<file path="config.mk">
export PLATFORM = sky130hd
export DESIGN_NAME = log_spectrum_bar_smoother_flat
export DESIGN_NICKNAME = d
export VERILOG_FILES = /design/src/hw/rtl/lsbs_pkg.sv /design/src/hw/rtl/lsbs_if.sv /design/src/hw/rtl/log_spectrum_bar_smoother.sv /design/src/hw/rtl/lsbs_seq.sv /design/src/hw/rtl/lsbs_dp.sv /design/src/flat_wrapper.sv
export SDC_FILE = /design/constraint.sdc
export NUM_CORES = 2
export LEC_CHECK = 0
export BUFFER_PORTS_ARGS = -buffer_cell sky130_fd_sc_hd__buf_2
export CORE_ASPECT_RATIO = 2
export CORE_MARGIN = 2
export CORE_UTILIZATION = 30
export CTS_BUF_LIST = sky130_fd_sc_hd__clkbuf_4 sky130_fd_sc_hd__clkbuf_8
export DETAILED_ROUTE_END_ITERATION = 6
export PLACE_DENSITY_LB_ADDON = 0.12
export REMOVE_ABC_BUFFERS = 1
export SLEW_MARGIN = 10
export SYNTH_ARGS = -nofsm -noshare
export SYNTH_HDL_FRONTEND = slang
export SYNTH_HIERARCHICAL = 1
export SYNTH_SLANG_ARGS = --single-unit
</file>
<file path="constraint.sdc">
create_clock -name clk -period 13.94 [get_ports clk]
set_input_delay 0 -clock clk [delete_from_list [all_inputs] [get_ports clk]]
set_output_delay 0 -clock clk [all_outputs]
set_load 0.02 [all_outputs]
</file>
<file path="src/hw/rtl/lsbs_pkg.sv">
package lsbs_pkg;

  localparam int BAR_W        = 5;
  localparam int MAG_W        = 24;
  localparam int HGT_W        = 10;
  localparam int FRAC_W       = 16;
  localparam int MANT_W       = 31;
  localparam int MUL_W        = 32;
  localparam int HQ_W         = 31;
  localparam int SQR_ROUNDS   = 16;
  localparam int CNT_W        = 4;
  localparam int PC_W         = 4;
  localparam int CFG_AW       = 3;
  localparam int CFG_DW       = 32;
  localparam int DIV3_SHIFT   = 33;
  localparam int NUM_BARS_DEF = 22;
  localparam int BIN_STEP_DEF = 12;

  localparam logic [HGT_W-1:0] PANEL_RESET = 10'd271;
  localparam logic [23:0]      LOG_OFFSET  = 24'd2686822;
  localparam logic [14:0]      LOG_SCALE   = 15'd32072;
  localparam logic [MUL_W-1:0] DIV3_RECIP  = 32'hAAAAAAAB;

  typedef enum logic [0:0] {
    REG_PANEL = 1'b0
  } reg_e;

  typedef enum logic [3:0] {
    OP_NOP,
    OP_IDLE,
    OP_WEIGHT,
    OP_OFFS,
    OP_NORM,
    OP_MANT,
    OP_SQR,
    OP_LDIFF,
    OP_SCL1,
    OP_SCL2,
    OP_DIFF,
    OP_SUM,
    OP_DIV3,
    OP_WB
  } op_e;

  typedef enum logic [2:0] {
    CD_NEXT,
    CD_JUMP,
    CD_NO_BEAT,
    CD_BAD_BAR,
    CD_CNT_NZ,
    CD_OUT_BUSY
  } cond_e;

  typedef enum logic [1:0] {
    RD_NONE,
    RD_LEFT,
    RD_CTR,
    RD_RIGHT
  } rd_e;

  typedef enum logic [1:0] {
    CAP_NONE,
    CAP_L,
    CAP_C
  } cap_e;

  typedef enum logic [1:0] {
    CNT_KEEP,
    CNT_NORM,
    CNT_SQR
  } cnt_e;

  typedef struct packed {
    op_e              op;
    rd_e              rd;
    cap_e             cap;
    logic [CNT_W-1:0] cnt;
  } seq_ctl_t;

  typedef struct packed {
    logic in_beat;
    logic bad_bar;
    logic out_busy;
  } dp_stat_t;

  function automatic int acc_width(int nb, int bs);
    int wmax;
    wmax = (nb - 1) * bs + 1;
    return MAG_W + $clog2(wmax + 1) + 1;
  endfunction

  function automatic logic [63:0] log2q_const(logic [63:0] a);
    logic [63:0] m;
    logic [63:0] frac;
    int          e;
    frac = '0;
    e    = 0;
    for (int i = 0; i < 63; i++) begin
      if ((a >> (i + 1)) != 64'd0) begin
        e = i + 1;
      end
    end
    if (e >= 30) begin
      m = a >> (e - 30);
    end else begin
      m = a << (30 - e);
    end
    for (int i = 0; i < SQR_ROUNDS; i++) begin
      m    = (m * m) >> 30;
      frac = frac << 1;
      if (m >= (64'd1 << 31)) begin
        m    = m >> 1;
        frac = frac | 64'd1;
      end
    end
    return (64'(e) << FRAC_W) | frac;
  endfunction

  localparam logic [63:0] LOG_K = log2q_const(64'(LOG_OFFSET));

  localparam int NORM_STEPS_DEF = $clog2(acc_width(NUM_BARS_DEF, BIN_STEP_DEF));

endpackage

</file>
<file path="src/hw/rtl/lsbs_if.sv">
interface lsbs_in_if;
  logic                       valid;
  logic                       ready;
  logic [lsbs_pkg::BAR_W-1:0] bar_number;
  logic [lsbs_pkg::MAG_W-1:0] magnitude;

  modport source (output valid, output bar_number, output magnitude, input ready);
  modport sink (input valid, input bar_number, input magnitude, output ready);
endinterface

interface lsbs_out_if;
  logic                       valid;
  logic                       ready;
  logic [lsbs_pkg::BAR_W-1:0] bar_id;
  logic [lsbs_pkg::HGT_W-1:0] bar_height;

  modport source (output valid, output bar_id, output bar_height, input ready);
  modport sink (input valid, input bar_id, input bar_height, output ready);
endinterface

</file>
<file path="src/hw/rtl/log_spectrum_bar_smoother.sv">
// Turns one spectrum magnitude per bar into a smoothed bar height: the magnitude is
// weighted by its bin number, compressed logarithmically to the panel height, diffused
// with its neighbors and averaged with the stored height, then saturated at panel_height.
// One item is in flight at a time. The log of a bar in range takes sixteen squaring
// rounds through the single shared 32x32 multiplier, and the normalization finds the
// shift amount bit by bit, from the highest bit down. A bar number outside the panel
// gives no result. A finished result waits in the output register while the next beat
// is accepted. Stored heights read as zero after reset; no clearing pass is needed.
// panel_height sits at byte address 0 of the configuration port. The user must write
// it only while the block is idle; the block itself does not enforce this.
module log_spectrum_bar_smoother #(
  parameter int NUM_BARS = lsbs_pkg::NUM_BARS_DEF,
  parameter int BIN_STEP = lsbs_pkg::BIN_STEP_DEF
) (
  input  logic                         clk,
  input  logic                         rst_n,
  lsbs_in_if.sink                      in_ch,
  lsbs_out_if.source                   out_ch,
  input  logic                         psel,
  input  logic                         penable,
  input  logic                         pwrite,
  input  logic [lsbs_pkg::CFG_AW-1:0]  paddr,
  input  logic [lsbs_pkg::CFG_DW-1:0]  pwdata,
  output logic [lsbs_pkg::CFG_DW-1:0]  prdata,
  output logic                         pready
);

  localparam int NORM_STEPS = $clog2(lsbs_pkg::acc_width(NUM_BARS, BIN_STEP));
  localparam int HGT_W      = lsbs_pkg::HGT_W;

  logic [HGT_W-1:0]   panel_r;
  logic [HGT_W-1:0]   panel_nxt;
  logic               reg_hit;
  lsbs_pkg::seq_ctl_t ctl;
  lsbs_pkg::dp_stat_t stat;

  assign pready  = 1'b1;
  assign reg_hit = (paddr[lsbs_pkg::CFG_AW-1] == lsbs_pkg::REG_PANEL);
  assign prdata  = reg_hit ? lsbs_pkg::CFG_DW'(panel_r) : '0;

  always_comb begin
    panel_nxt = panel_r;
    if (psel && penable && pwrite && pready && reg_hit) begin
      panel_nxt = pwdata[HGT_W-1:0];
    end
  end

  always_ff @(posedge clk) begin
    if (!rst_n) begin
      panel_r <= lsbs_pkg::PANEL_RESET;
    end else begin
      panel_r <= panel_nxt;
    end
  end

  lsbs_seq #(
    .NORM_STEPS (NORM_STEPS)
  ) u_seq (
    .clk   (clk),
    .rst_n (rst_n),
    .stat  (stat),
    .ctl   (ctl)
  );

  lsbs_dp #(
    .NUM_BARS (NUM_BARS),
    .BIN_STEP (BIN_STEP)
  ) u_dp (
    .clk    (clk),
    .rst_n  (rst_n),
    .ctl    (ctl),
    .stat   (stat),
    .panel  (panel_r),
    .in_ch  (in_ch),
    .out_ch (out_ch)
  );

`ifndef ASSERT_OFF
  a_one_item: assert property (@(posedge clk) disable iff (!rst_n)
    in_ch.valid && in_ch.ready |=> !in_ch.ready)
    else $error("input accepted while an item is still in work");

  a_out_from_wb: assert property (@(posedge clk) disable iff (!rst_n)
    $rose(out_ch.valid) |-> $past(ctl.op == lsbs_pkg::OP_WB))
    else $error("result beat raised outside the write-back step");

  a_bar_range: assert property (@(posedge clk) disable iff (!rst_n)
    out_ch.valid |-> ((lsbs_pkg::BAR_W + 2)'(out_ch.bar_id) <
                      (lsbs_pkg::BAR_W + 2)'(NUM_BARS)))
    else $error("result beat for a bar outside the panel");
`endif

endmodule

</file>
<file path="src/hw/rtl/lsbs_seq.sv">
module lsbs_seq #(
  parameter int NORM_STEPS = lsbs_pkg::NORM_STEPS_DEF
) (
  input  logic               clk,
  input  logic               rst_n,
  input  lsbs_pkg::dp_stat_t stat,
  output lsbs_pkg::seq_ctl_t ctl
);

  localparam int PC_W  = lsbs_pkg::PC_W;
  localparam int CNT_W = lsbs_pkg::CNT_W;

  localparam logic [PC_W-1:0] S_IDLE = 4'd0;
  localparam logic [PC_W-1:0] S_WGT  = 4'd1;
  localparam logic [PC_W-1:0] S_OFFS = 4'd2;
  localparam logic [PC_W-1:0] S_NORM = 4'd3;
  localparam logic [PC_W-1:0] S_MANT = 4'd4;
  localparam logic [PC_W-1:0] S_SQR  = 4'd5;
  localparam logic [PC_W-1:0] S_LDIF = 4'd6;
  localparam logic [PC_W-1:0] S_SCL1 = 4'd7;
  localparam logic [PC_W-1:0] S_SCL2 = 4'd8;
  localparam logic [PC_W-1:0] S_DIFF = 4'd9;
  localparam logic [PC_W-1:0] S_SUM  = 4'd10;
  localparam logic [PC_W-1:0] S_DIV3 = 4'd11;
  localparam logic [PC_W-1:0] S_WB   = 4'd12;

  typedef struct packed {
    lsbs_pkg::op_e    op;
    lsbs_pkg::cond_e  cond;
    logic [PC_W-1:0]  target;
    logic             fin;
    lsbs_pkg::rd_e    rd;
    lsbs_pkg::cap_e   cap;
    lsbs_pkg::cnt_e   cnt;
  } uword_t;

  function automatic uword_t ucode(logic [PC_W-1:0] pc);
    uword_t w;
    w = '{op: lsbs_pkg::OP_NOP, cond: lsbs_pkg::CD_NEXT, target: S_IDLE, fin: 1'b0,
          rd: lsbs_pkg::RD_NONE, cap: lsbs_pkg::CAP_NONE, cnt: lsbs_pkg::CNT_KEEP};
    unique case (pc)
      S_IDLE: begin
        w.op     = lsbs_pkg::OP_IDLE;
        w.cond   = lsbs_pkg::CD_NO_BEAT;
        w.target = S_IDLE;
      end
      S_WGT: begin
        w.op     = lsbs_pkg::OP_WEIGHT;
        w.cond   = lsbs_pkg::CD_BAD_BAR;
        w.target = S_IDLE;
      end
      S_OFFS: begin
        w.op  = lsbs_pkg::OP_OFFS;
        w.cnt = lsbs_pkg::CNT_NORM;
      end
      S_NORM: begin
        w.op     = lsbs_pkg::OP_NORM;
        w.cond   = lsbs_pkg::CD_CNT_NZ;
        w.target = S_NORM;
      end
      S_MANT: begin
        w.op  = lsbs_pkg::OP_MANT;
        w.cnt = lsbs_pkg::CNT_SQR;
      end
      S_SQR: begin
        w.op     = lsbs_pkg::OP_SQR;
        w.cond   = lsbs_pkg::CD_CNT_NZ;
        w.target = S_SQR;
      end
      S_LDIF: begin
        w.op = lsbs_pkg::OP_LDIFF;
        w.rd = lsbs_pkg::RD_LEFT;
      end
      S_SCL1: begin
        w.op  = lsbs_pkg::OP_SCL1;
        w.rd  = lsbs_pkg::RD_CTR;
        w.cap = lsbs_pkg::CAP_L;
      end
      S_SCL2: begin
        w.op  = lsbs_pkg::OP_SCL2;
        w.rd  = lsbs_pkg::RD_RIGHT;
        w.cap = lsbs_pkg::CAP_C;
      end
      S_DIFF: begin
        w.op = lsbs_pkg::OP_DIFF;
      end
      S_SUM: begin
        w.op = lsbs_pkg::OP_SUM;
      end
      S_DIV3: begin
        w.op = lsbs_pkg::OP_DIV3;
      end
      S_WB: begin
        w.op     = lsbs_pkg::OP_WB;
        w.cond   = lsbs_pkg::CD_OUT_BUSY;
        w.target = S_WB;
        w.fin    = 1'b1;
      end
      default: begin
        w.cond   = lsbs_pkg::CD_JUMP;
        w.target = S_IDLE;
      end
    endcase
    return w;
  endfunction

  logic [PC_W-1:0]  pc_r;
  logic [PC_W-1:0]  pc_nxt;
  logic [CNT_W-1:0] cnt_r;
  logic [CNT_W-1:0] cnt_nxt;
  uword_t           uw;
  logic             taken;

  always_comb begin
    uw = ucode(pc_r);
    unique case (uw.cond)
      lsbs_pkg::CD_NEXT:     taken = 1'b0;
      lsbs_pkg::CD_JUMP:     taken = 1'b1;
      lsbs_pkg::CD_NO_BEAT:  taken = !stat.in_beat;
      lsbs_pkg::CD_BAD_BAR:  taken = stat.bad_bar;
      lsbs_pkg::CD_CNT_NZ:   taken = (cnt_r != '0);
      lsbs_pkg::CD_OUT_BUSY: taken = stat.out_busy;
      default:               taken = 1'b0;
    endcase

    if (taken) begin
      pc_nxt = uw.target;
    end else if (uw.fin) begin
      pc_nxt = S_IDLE;
    end else begin
      pc_nxt = pc_r + PC_W'(1);
    end

    unique case (uw.cnt)
      lsbs_pkg::CNT_NORM: cnt_nxt = CNT_W'(NORM_STEPS - 1);
      lsbs_pkg::CNT_SQR:  cnt_nxt = CNT_W'(lsbs_pkg::SQR_ROUNDS - 1);
      default: begin
        if (uw.cond == lsbs_pkg::CD_CNT_NZ && cnt_r != '0) begin
          cnt_nxt = cnt_r - CNT_W'(1);
        end else begin
          cnt_nxt = cnt_r;
        end
      end
    endcase

    ctl = '{op: uw.op, rd: uw.rd, cap: uw.cap, cnt: cnt_r};
  end

  always_ff @(posedge clk) begin
    if (!rst_n) begin
      pc_r  <= S_IDLE;
      cnt_r <= '0;
    end else begin
      pc_r  <= pc_nxt;
      cnt_r <= cnt_nxt;
    end
  end

endmodule

</file>
<file path="src/hw/rtl/lsbs_dp.sv">
module lsbs_dp #(
  parameter int NUM_BARS = lsbs_pkg::NUM_BARS_DEF,
  parameter int BIN_STEP = lsbs_pkg::BIN_STEP_DEF
) (
  input  logic                        clk,
  input  logic                        rst_n,
  input  lsbs_pkg::seq_ctl_t          ctl,
  output lsbs_pkg::dp_stat_t          stat,
  input  logic [lsbs_pkg::HGT_W-1:0]  panel,
  lsbs_in_if.sink                     in_ch,
  lsbs_out_if.source                  out_ch
);

  localparam int BAR_W  = lsbs_pkg::BAR_W;
  localparam int MAG_W  = lsbs_pkg::MAG_W;
  localparam int HGT_W  = lsbs_pkg::HGT_W;
  localparam int FRAC_W = lsbs_pkg::FRAC_W;
  localparam int MANT_W = lsbs_pkg::MANT_W;
  localparam int MUL_W  = lsbs_pkg::MUL_W;
  localparam int HQ_W   = lsbs_pkg::HQ_W;
  localparam int A_W    = lsbs_pkg::acc_width(NUM_BARS, BIN_STEP);
  localparam int EXP_W  = $clog2(A_W);
  localparam int LOG_W  = EXP_W + FRAC_W;
  localparam int WGT_W  = $clog2((NUM_BARS - 1) * BIN_STEP + 2);
  localparam int BIX_W  = $clog2(NUM_BARS);
  localparam int ADR_W  = BAR_W + 2;
  localparam int SUM_W  = MUL_W + 2;
  localparam int Q_W    = 2 * MUL_W - lsbs_pkg::DIV3_SHIFT - FRAC_W;

  logic [BAR_W-1:0]   bar_r;
  logic [MAG_W-1:0]   mag_r;
  logic [A_W-1:0]     norm_r;
  logic [EXP_W-1:0]   exp_r;
  logic [MANT_W-1:0]  m_r;
  logic [FRAC_W-1:0]  frac_r;
  logic [LOG_W-1:0]   l_r;
  logic [MUL_W-1:0]   s_r;
  logic [HQ_W-1:0]    hq_r;
  logic [HGT_W-1:0]   lh_r;
  logic [HGT_W-1:0]   ch_r;
  logic [HGT_W-1:0]   rd_r;
  logic [MUL_W-1:0]   dq_r;
  logic [MUL_W-1:0]   n_r;
  logic [Q_W-1:0]     q_r;
  logic [HGT_W-1:0]   mem [NUM_BARS];
  logic [NUM_BARS-1:0] vld_r;
  logic               out_vld_r;
  logic               out_vld_nxt;
  logic [BAR_W-1:0]   obar_r;
  logic [HGT_W-1:0]   oh_r;

  logic [WGT_W-1:0]     wgt;
  logic [MUL_W-1:0]     mul_a;
  logic [MUL_W-1:0]     mul_b;
  logic [2*MUL_W-1:0]   prod;
  logic [EXP_W-1:0]     sh;
  logic [A_W-1:0]       hi_mask;
  logic                 hi_zero;
  logic [A_W+MANT_W-1:0] mant_full;
  logic [MANT_W:0]      sq;
  logic [LOG_W-1:0]     la;
  logic [LOG_W-1:0]     lk;
  logic [ADR_W-1:0]     bar_x;
  logic                 r_edge;
  logic [SUM_W-1:0]     hq_x;
  logic [SUM_W-1:0]     lft;
  logic [SUM_W-1:0]     rgt;
  logic [SUM_W-1:0]     dsum;
  logic [ADR_W-1:0]     rd_a;
  logic                 rd_ok;
  logic [BIX_W-1:0]     rd_i;
  logic [BIX_W-1:0]     wr_i;
  logic [HGT_W-1:0]     h_sat;
  logic                 in_beat;
  logic                 out_busy;
  logic                 wb_fire;

  assign in_ch.ready = (ctl.op == lsbs_pkg::OP_IDLE);
  assign in_beat     = in_ch.valid && in_ch.ready;
  assign bar_x       = ADR_W'(bar_r);
  assign out_busy    = out_vld_r && !out_ch.ready;
  assign wb_fire     = (ctl.op == lsbs_pkg::OP_WB) && !out_busy;
  assign stat        = '{in_beat: in_beat, bad_bar: (bar_x >= ADR_W'(NUM_BARS)),
                         out_busy: out_busy};

  assign out_ch.valid      = out_vld_r;
  assign out_ch.bar_id     = obar_r;
  assign out_ch.bar_height = oh_r;

  always_comb begin
    wgt = WGT_W'(bar_r * BIN_STEP + 1);
    unique case (ctl.op)
      lsbs_pkg::OP_WEIGHT: begin
        mul_a = MUL_W'(mag_r);
        mul_b = MUL_W'(wgt);
      end
      lsbs_pkg::OP_SQR: begin
        mul_a = MUL_W'(m_r);
        mul_b = MUL_W'(m_r);
      end
      lsbs_pkg::OP_SCL1: begin
        mul_a = MUL_W'(panel);
        mul_b = MUL_W'(l_r);
      end
      lsbs_pkg::OP_SCL2: begin
        mul_a = s_r;
        mul_b = MUL_W'(lsbs_pkg::LOG_SCALE);
      end
      lsbs_pkg::OP_DIV3: begin
        mul_a = n_r;
        mul_b = lsbs_pkg::DIV3_RECIP;
      end
      default: begin
        mul_a = '0;
        mul_b = '0;
      end
    endcase
    prod = (2 * MUL_W)'(mul_a) * (2 * MUL_W)'(mul_b);

    sh        = EXP_W'(1) << ctl.cnt;
    hi_mask   = ~({A_W{1'b1}} >> sh);
    hi_zero   = ((norm_r & hi_mask) == '0);
    mant_full = {norm_r, MANT_W'(0)};
    sq        = prod[2*MANT_W-1 -: MANT_W+1];

    la = {exp_r, frac_r};
    lk = LOG_W'(lsbs_pkg::LOG_K);

    r_edge = (bar_x + ADR_W'(1)) >= ADR_W'(NUM_BARS);
    hq_x   = SUM_W'(hq_r);
    lft    = (bar_r == '0) ? hq_x : SUM_W'({lh_r, FRAC_W'(0)});
    rgt    = r_edge ? hq_x : SUM_W'({rd_r, FRAC_W'(0)});
    dsum   = (hq_x << 1) + lft + rgt;

    unique case (ctl.rd)
      lsbs_pkg::RD_LEFT:  rd_a = bar_x - ADR_W'(1);
      lsbs_pkg::RD_RIGHT: rd_a = bar_x + ADR_W'(1);
      default:            rd_a = bar_x;
    endcase
    rd_ok = rd_a < ADR_W'(NUM_BARS);
    rd_i  = rd_a[BIX_W-1:0];
    wr_i  = bar_x[BIX_W-1:0];

    h_sat = (q_r > Q_W'(panel)) ? panel : q_r[HGT_W-1:0];

    out_vld_nxt = out_vld_r;
    if (wb_fire) begin
      out_vld_nxt = 1'b1;
    end else if (out_ch.ready) begin
      out_vld_nxt = 1'b0;
    end
  end

  always_ff @(posedge clk) begin
    if (in_beat) begin
      bar_r <= in_ch.bar_number;
      mag_r <= in_ch.magnitude;
    end
    unique case (ctl.op)
      lsbs_pkg::OP_WEIGHT: norm_r <= prod[A_W-1:0];
      lsbs_pkg::OP_OFFS: begin
        norm_r <= norm_r + A_W'(lsbs_pkg::LOG_OFFSET);
        exp_r  <= EXP_W'(A_W - 1);
      end
      lsbs_pkg::OP_NORM: begin
        if (hi_zero) begin
          norm_r <= norm_r << sh;
          exp_r  <= exp_r - sh;
        end
      end
      lsbs_pkg::OP_MANT: begin
        m_r    <= mant_full[A_W+MANT_W-1 -: MANT_W];
        frac_r <= '0;
      end
      lsbs_pkg::OP_SQR: begin
        m_r    <= sq[MANT_W] ? sq[MANT_W:1] : sq[MANT_W-1:0];
        frac_r <= {frac_r[FRAC_W-2:0], sq[MANT_W]};
      end
      lsbs_pkg::OP_LDIFF: l_r <= (la > lk) ? (la - lk) : '0;
      lsbs_pkg::OP_SCL1:  s_r <= prod[MUL_W-1:0];
      lsbs_pkg::OP_SCL2:  hq_r <= prod[FRAC_W +: HQ_W];
      lsbs_pkg::OP_DIFF:  dq_r <= dsum[SUM_W-1:2];
      lsbs_pkg::OP_SUM:   n_r <= MUL_W'({ch_r, (FRAC_W + 1)'(0)}) + dq_r;
      lsbs_pkg::OP_DIV3:  q_r <= prod[lsbs_pkg::DIV3_SHIFT + FRAC_W +: Q_W];
      default: begin
      end
    endcase
    unique case (ctl.cap)
      lsbs_pkg::CAP_L: lh_r <= rd_r;
      lsbs_pkg::CAP_C: ch_r <= rd_r;
      default: begin
      end
    endcase
    rd_r <= (rd_ok && vld_r[rd_i]) ? mem[rd_i] : '0;
    if (wb_fire) begin
      mem[wr_i] <= h_sat;
      obar_r    <= bar_r;
      oh_r      <= h_sat;
    end
  end

  always_ff @(posedge clk) begin
    if (!rst_n) begin
      vld_r     <= '0;
      out_vld_r <= 1'b0;
    end else begin
      out_vld_r <= out_vld_nxt;
      if (wb_fire) begin
        vld_r[wr_i] <= 1'b1;
      end
    end
  end

endmodule

</file>
<file path="src/flat_wrapper.sv">
// flat-port wrapper written by rule: the top's interface ports become plain ports
module log_spectrum_bar_smoother_flat 
#(
  parameter int NUM_BARS = lsbs_pkg::NUM_BARS_DEF,
  parameter int BIN_STEP = lsbs_pkg::BIN_STEP_DEF
)
  (clk, rst_n, psel, penable, pwrite, paddr, pwdata, prdata, pready, in_ch_valid, in_ch_bar_number, in_ch_magnitude, in_ch_ready, out_ch_valid, out_ch_bar_id, out_ch_bar_height, out_ch_ready);
  lsbs_in_if in_ch_i ();
  lsbs_out_if out_ch_i ();
  input  logic clk;
  input  logic rst_n;
  input  logic psel;
  input  logic penable;
  input  logic pwrite;
  input  logic [lsbs_pkg::CFG_AW-1:0] paddr;
  input  logic [lsbs_pkg::CFG_DW-1:0] pwdata;
  output logic [lsbs_pkg::CFG_DW-1:0] prdata;
  output logic pready;
  input wire logic [$bits(in_ch_i.valid)-1:0] in_ch_valid;
  input wire logic [$bits(in_ch_i.bar_number)-1:0] in_ch_bar_number;
  input wire logic [$bits(in_ch_i.magnitude)-1:0] in_ch_magnitude;
  output wire logic [$bits(in_ch_i.ready)-1:0] in_ch_ready;
  output wire logic [$bits(out_ch_i.valid)-1:0] out_ch_valid;
  output wire logic [$bits(out_ch_i.bar_id)-1:0] out_ch_bar_id;
  output wire logic [$bits(out_ch_i.bar_height)-1:0] out_ch_bar_height;
  input wire logic [$bits(out_ch_i.ready)-1:0] out_ch_ready;
  assign in_ch_i.valid = in_ch_valid;
  assign in_ch_i.bar_number = in_ch_bar_number;
  assign in_ch_i.magnitude = in_ch_magnitude;
  assign in_ch_ready = in_ch_i.ready;
  assign out_ch_valid = out_ch_i.valid;
  assign out_ch_bar_id = out_ch_i.bar_id;
  assign out_ch_bar_height = out_ch_i.bar_height;
  assign out_ch_i.ready = out_ch_ready;
  log_spectrum_bar_smoother #(.NUM_BARS(NUM_BARS), .BIN_STEP(BIN_STEP)) u_core (.clk(clk), .rst_n(rst_n), .in_ch(in_ch_i), .out_ch(out_ch_i), .psel(psel), .penable(penable), .pwrite(pwrite), .paddr(paddr), .pwdata(pwdata), .prdata(prdata), .pready(pready));
endmodule
</file>
==> results.md <==
- Finished Layout Cells: 9188
- Final nets: 7713
- Flops & latches, synth: 584
- Hold Crit Class: in2reg
- CP max stage delay: 1000 ps
- PwrDens: 94.8 nW/um^2
- Worst vdd ir: 0.0844 mV
- Routability cong.: 0.975
- Tmin final: 13160 ps
- Type of origin of the critical path: flop
- Worst-Margin Slew: 1410 ps
- Yosys warnings: 6
- Finish-stage setup viols: 0
- Synth unique cells: 99
- DR WL met3: 11200 um
- Sequential share of the synthesized area: 27.4%
- Core Box Area: 206000 um^2
- Fmax: 76.0 MHz
- Most frequent cell on the critical path: fa_1
- Max_slew headroom: 6.23%
- Top FF cell, synth: edfxtp_1
- Full die area: 211000 um^2
- WL met1: 83100 um
- CP Buf/Inv Count: 5
- Synth Cell Area: 62200 um^2
- R2R depth: 33
- Layout Utilization: 33.8%
- # DRC: 0
- Final WS setup: 776 ps
- Die X: 326 um
- Status: finished clean
- Wire length of the first global-routing pass: 390000 um
- CTS tree: yes
- Placed Instance Area: 66600 um^2
- Vias in the first global route: 51630
- Most common cell after layout, fill and taps aside: inv_1
- Clock slew at reported path FFs: 70 ps
- Post-Syn Instances: 6209
- Antenna viol nets, final: 0
- Area Overhead vs Synth: 12.1%
- Gr ovfl total: 0
- Placed insts: 8909
- Initial Util: 30.1%
- Share of layout cells above drive strength 1: 9.91%
- Drt pass-1 iters: 6
- Vias post-DR: 46895
- Mean routed wirelength per cell: 30.4 um
- Slew Limit Fails: 0
- Cts bufs inserted: 95
- Hold path cells: 3
- Leak: 0.0300 uW
- Setup tns final: 0 ps
- Global-route usage over all layers: 26.7%
- Storage cell area: 17000 um^2
- Metal2 WL: 156000 um
- CTS H-Tree Depth: 3
- Cell depth of the worst setup path: 33
- FFs w/ async S/R, synth: 0%
- Multi-input logic area: 40300 um^2
- Initial antenna violation count: 7
- Design Area, Final: 69700 um^2
- Arr. time, crit path: 13680 ps
- Final Hold Fails: 0
- Crit Path Max Fanout: 34
- Clk_lat worst skew: 790 ps
- RSZ-0062 raised after global routing: no
- Clock root cell: clkbuf_8
- EDFF count, synth: 533
- Max clock buf depth: 3
- Largest net degree at the start of global routing: 60
- Ports: 121
- Setup CP Type: reg2reg
- Die height: 648 um
- Most frequent cells in the layout: inv_1, fa_1, nand2_1
- Top Layer Used: met5
- Worst clock skew: 76.0 ps
- Synthesized area per cell: 10.0 um^2
- Site Rows: 236
- Filler cells: 21296
- DP HPWL: 228000 um
- Worst EP required: 14450 ps
- Clk sinks: 584
- Final wirelength: 280000 um
- Highest-delay cell along the critical path: a22oi_1
- Critical path endpoint category: flop
- CP delay by family, top: adder cells
- Initial DRC count: 2966
- Worst slack, placed: 722 ps
- Buffers on Ports: 73
- Period Utilization, post-route: 94.4%
- Max-cap violation count: 0
- Via density: 5.10
path summary, 6_finish.rpt:
check | startpoint | end | slack, ps
worst min register to register | u_core/u_dp/dq_r[0] | u_core/u_dp/n_r[0] | 400
worst min-delay path | in_ch_valid | u_core/u_dp/bar_r[3] | 70
worst max-delay path | u_core/u_seq/pc_r[0] | u_core/u_dp/m_r[10] | 780
worst max register to register | u_core/u_seq/pc_r[0] | u_core/u_dp/m_r[10] | 780
metal layers:
layer | vias up | global-route usage (%)
met4 | 4 | 22.5
met2 | 1522 | 52.6
met3 | 735 | 3.57
li1 | 20232 | -
met5 | - | 0
met1 | 24402 | 23.4
worst reg2reg max path: cells and delay by family (launching register included):
kind	cells	cell delay, ps
compound gates	10	3690
fa+ha+maj	11	5370
buf+inv	5	1220
flops	1	350
mux	1	270
simple gates	6	1990
Yosys cell counts, drive strengths merged, types with 16 or more instances:
library cell,count,area [um^2]
a21oi,224,1130
mux2i,84,841
nand3,60,305
edfxtp,533,16000
and3,37,236
nor2b,57,357
mux4,66,1490
a221oi,16,158
nor3,43,215
buf,71,410
inv,1027,3850
dfxtp,51,1020
and2,83,519
xnor2,93,815
o21a,44,330
nand2,735,2760
a31oi,36,225
o21ai,147,736
a21o,70,526
nor2,744,2800
a211oi,25,193
a22oi,34,255
fa,930,18600
clkbuf,292,1100
o211ai,21,158
nand4,34,213
nand2b,27,169
a221o,21,210
xor2,52,455
ha,345,4320
power breakdown:
part / switching (uW) / internal (uW)
combinational: 1830 / 829
sequential: 202 / 2060
clock: 802 / 882
sequential cells by signal (all words and copies together), names as in the netlist, 10 cells and up:
signal	count
u_core/u_dp/dq_r	31
u_core/u_dp/rd_r	10
u_core/u_dp/mag_r	24
u_core/u_dp/s_r	32
u_core/u_dp/lh_r	10
u_core/u_dp/norm_r	33
u_core/panel_r	10
u_core/u_dp/hq_r	31
u_core/u_dp/l_r	22
u_core/u_dp/frac_r	16
u_core/u_dp/ch_r	10
u_core/u_dp/vld_r	22
u_core/u_dp/q_r	15
u_core/u_dp/out_ch.bar_height	10
u_core/u_dp/m_r	31
u_core/u_dp/n_r	32
u_core/u_dp/mem	220
what timing repair did:
item / 4_1_cts / 5_1_grt
hold buffers: 96 / 0
hold endpoints to repair: 76 / 0
setup buffers: 0 / 0
gates resized for setup: 0 / 0
logic make-up after synthesis:
| logic type | after synthesis | share of synthesized area (%) |
|---|---|---|
| compound gates | 762 | 8.04 |
| simple gates | 1882 | 12.9 |
| fa+ha+maj | 1275 | 36.9 |
| other cells | 4 | 0.0242 |
| buf+inv | 1392 | 8.64 |
| mux | 165 | 4.02 |
| flops | 584 | 27.4 |
| xor+xnor | 145 | 2.04 |
stage by stage:
| stage | power, uW | hold WS [ps] |
|---|---|---|
| after floorplan | 3690 | 78.1 |
| after global placement | 4910 | 179 |
| after detailed placement | 4920 | 178 |
| after CTS | 6660 | 11.2 |
| after global routing | 6910 | 59.8 |
| final | 6600 | 72.1 |
layout make-up:
class                      instances  share of cell area [%]
tap                             2737                    4.91
multi-input combinational       4262                    57.8
clock inverter                    63                   0.824
timing repair buffer             395                    4.37
sequential                       584                    24.4
clock buffer                     114                    2.13
inverter                        1029                    5.54
antenna                            4                  0.0144
Power figures use the tool's default switching activity.
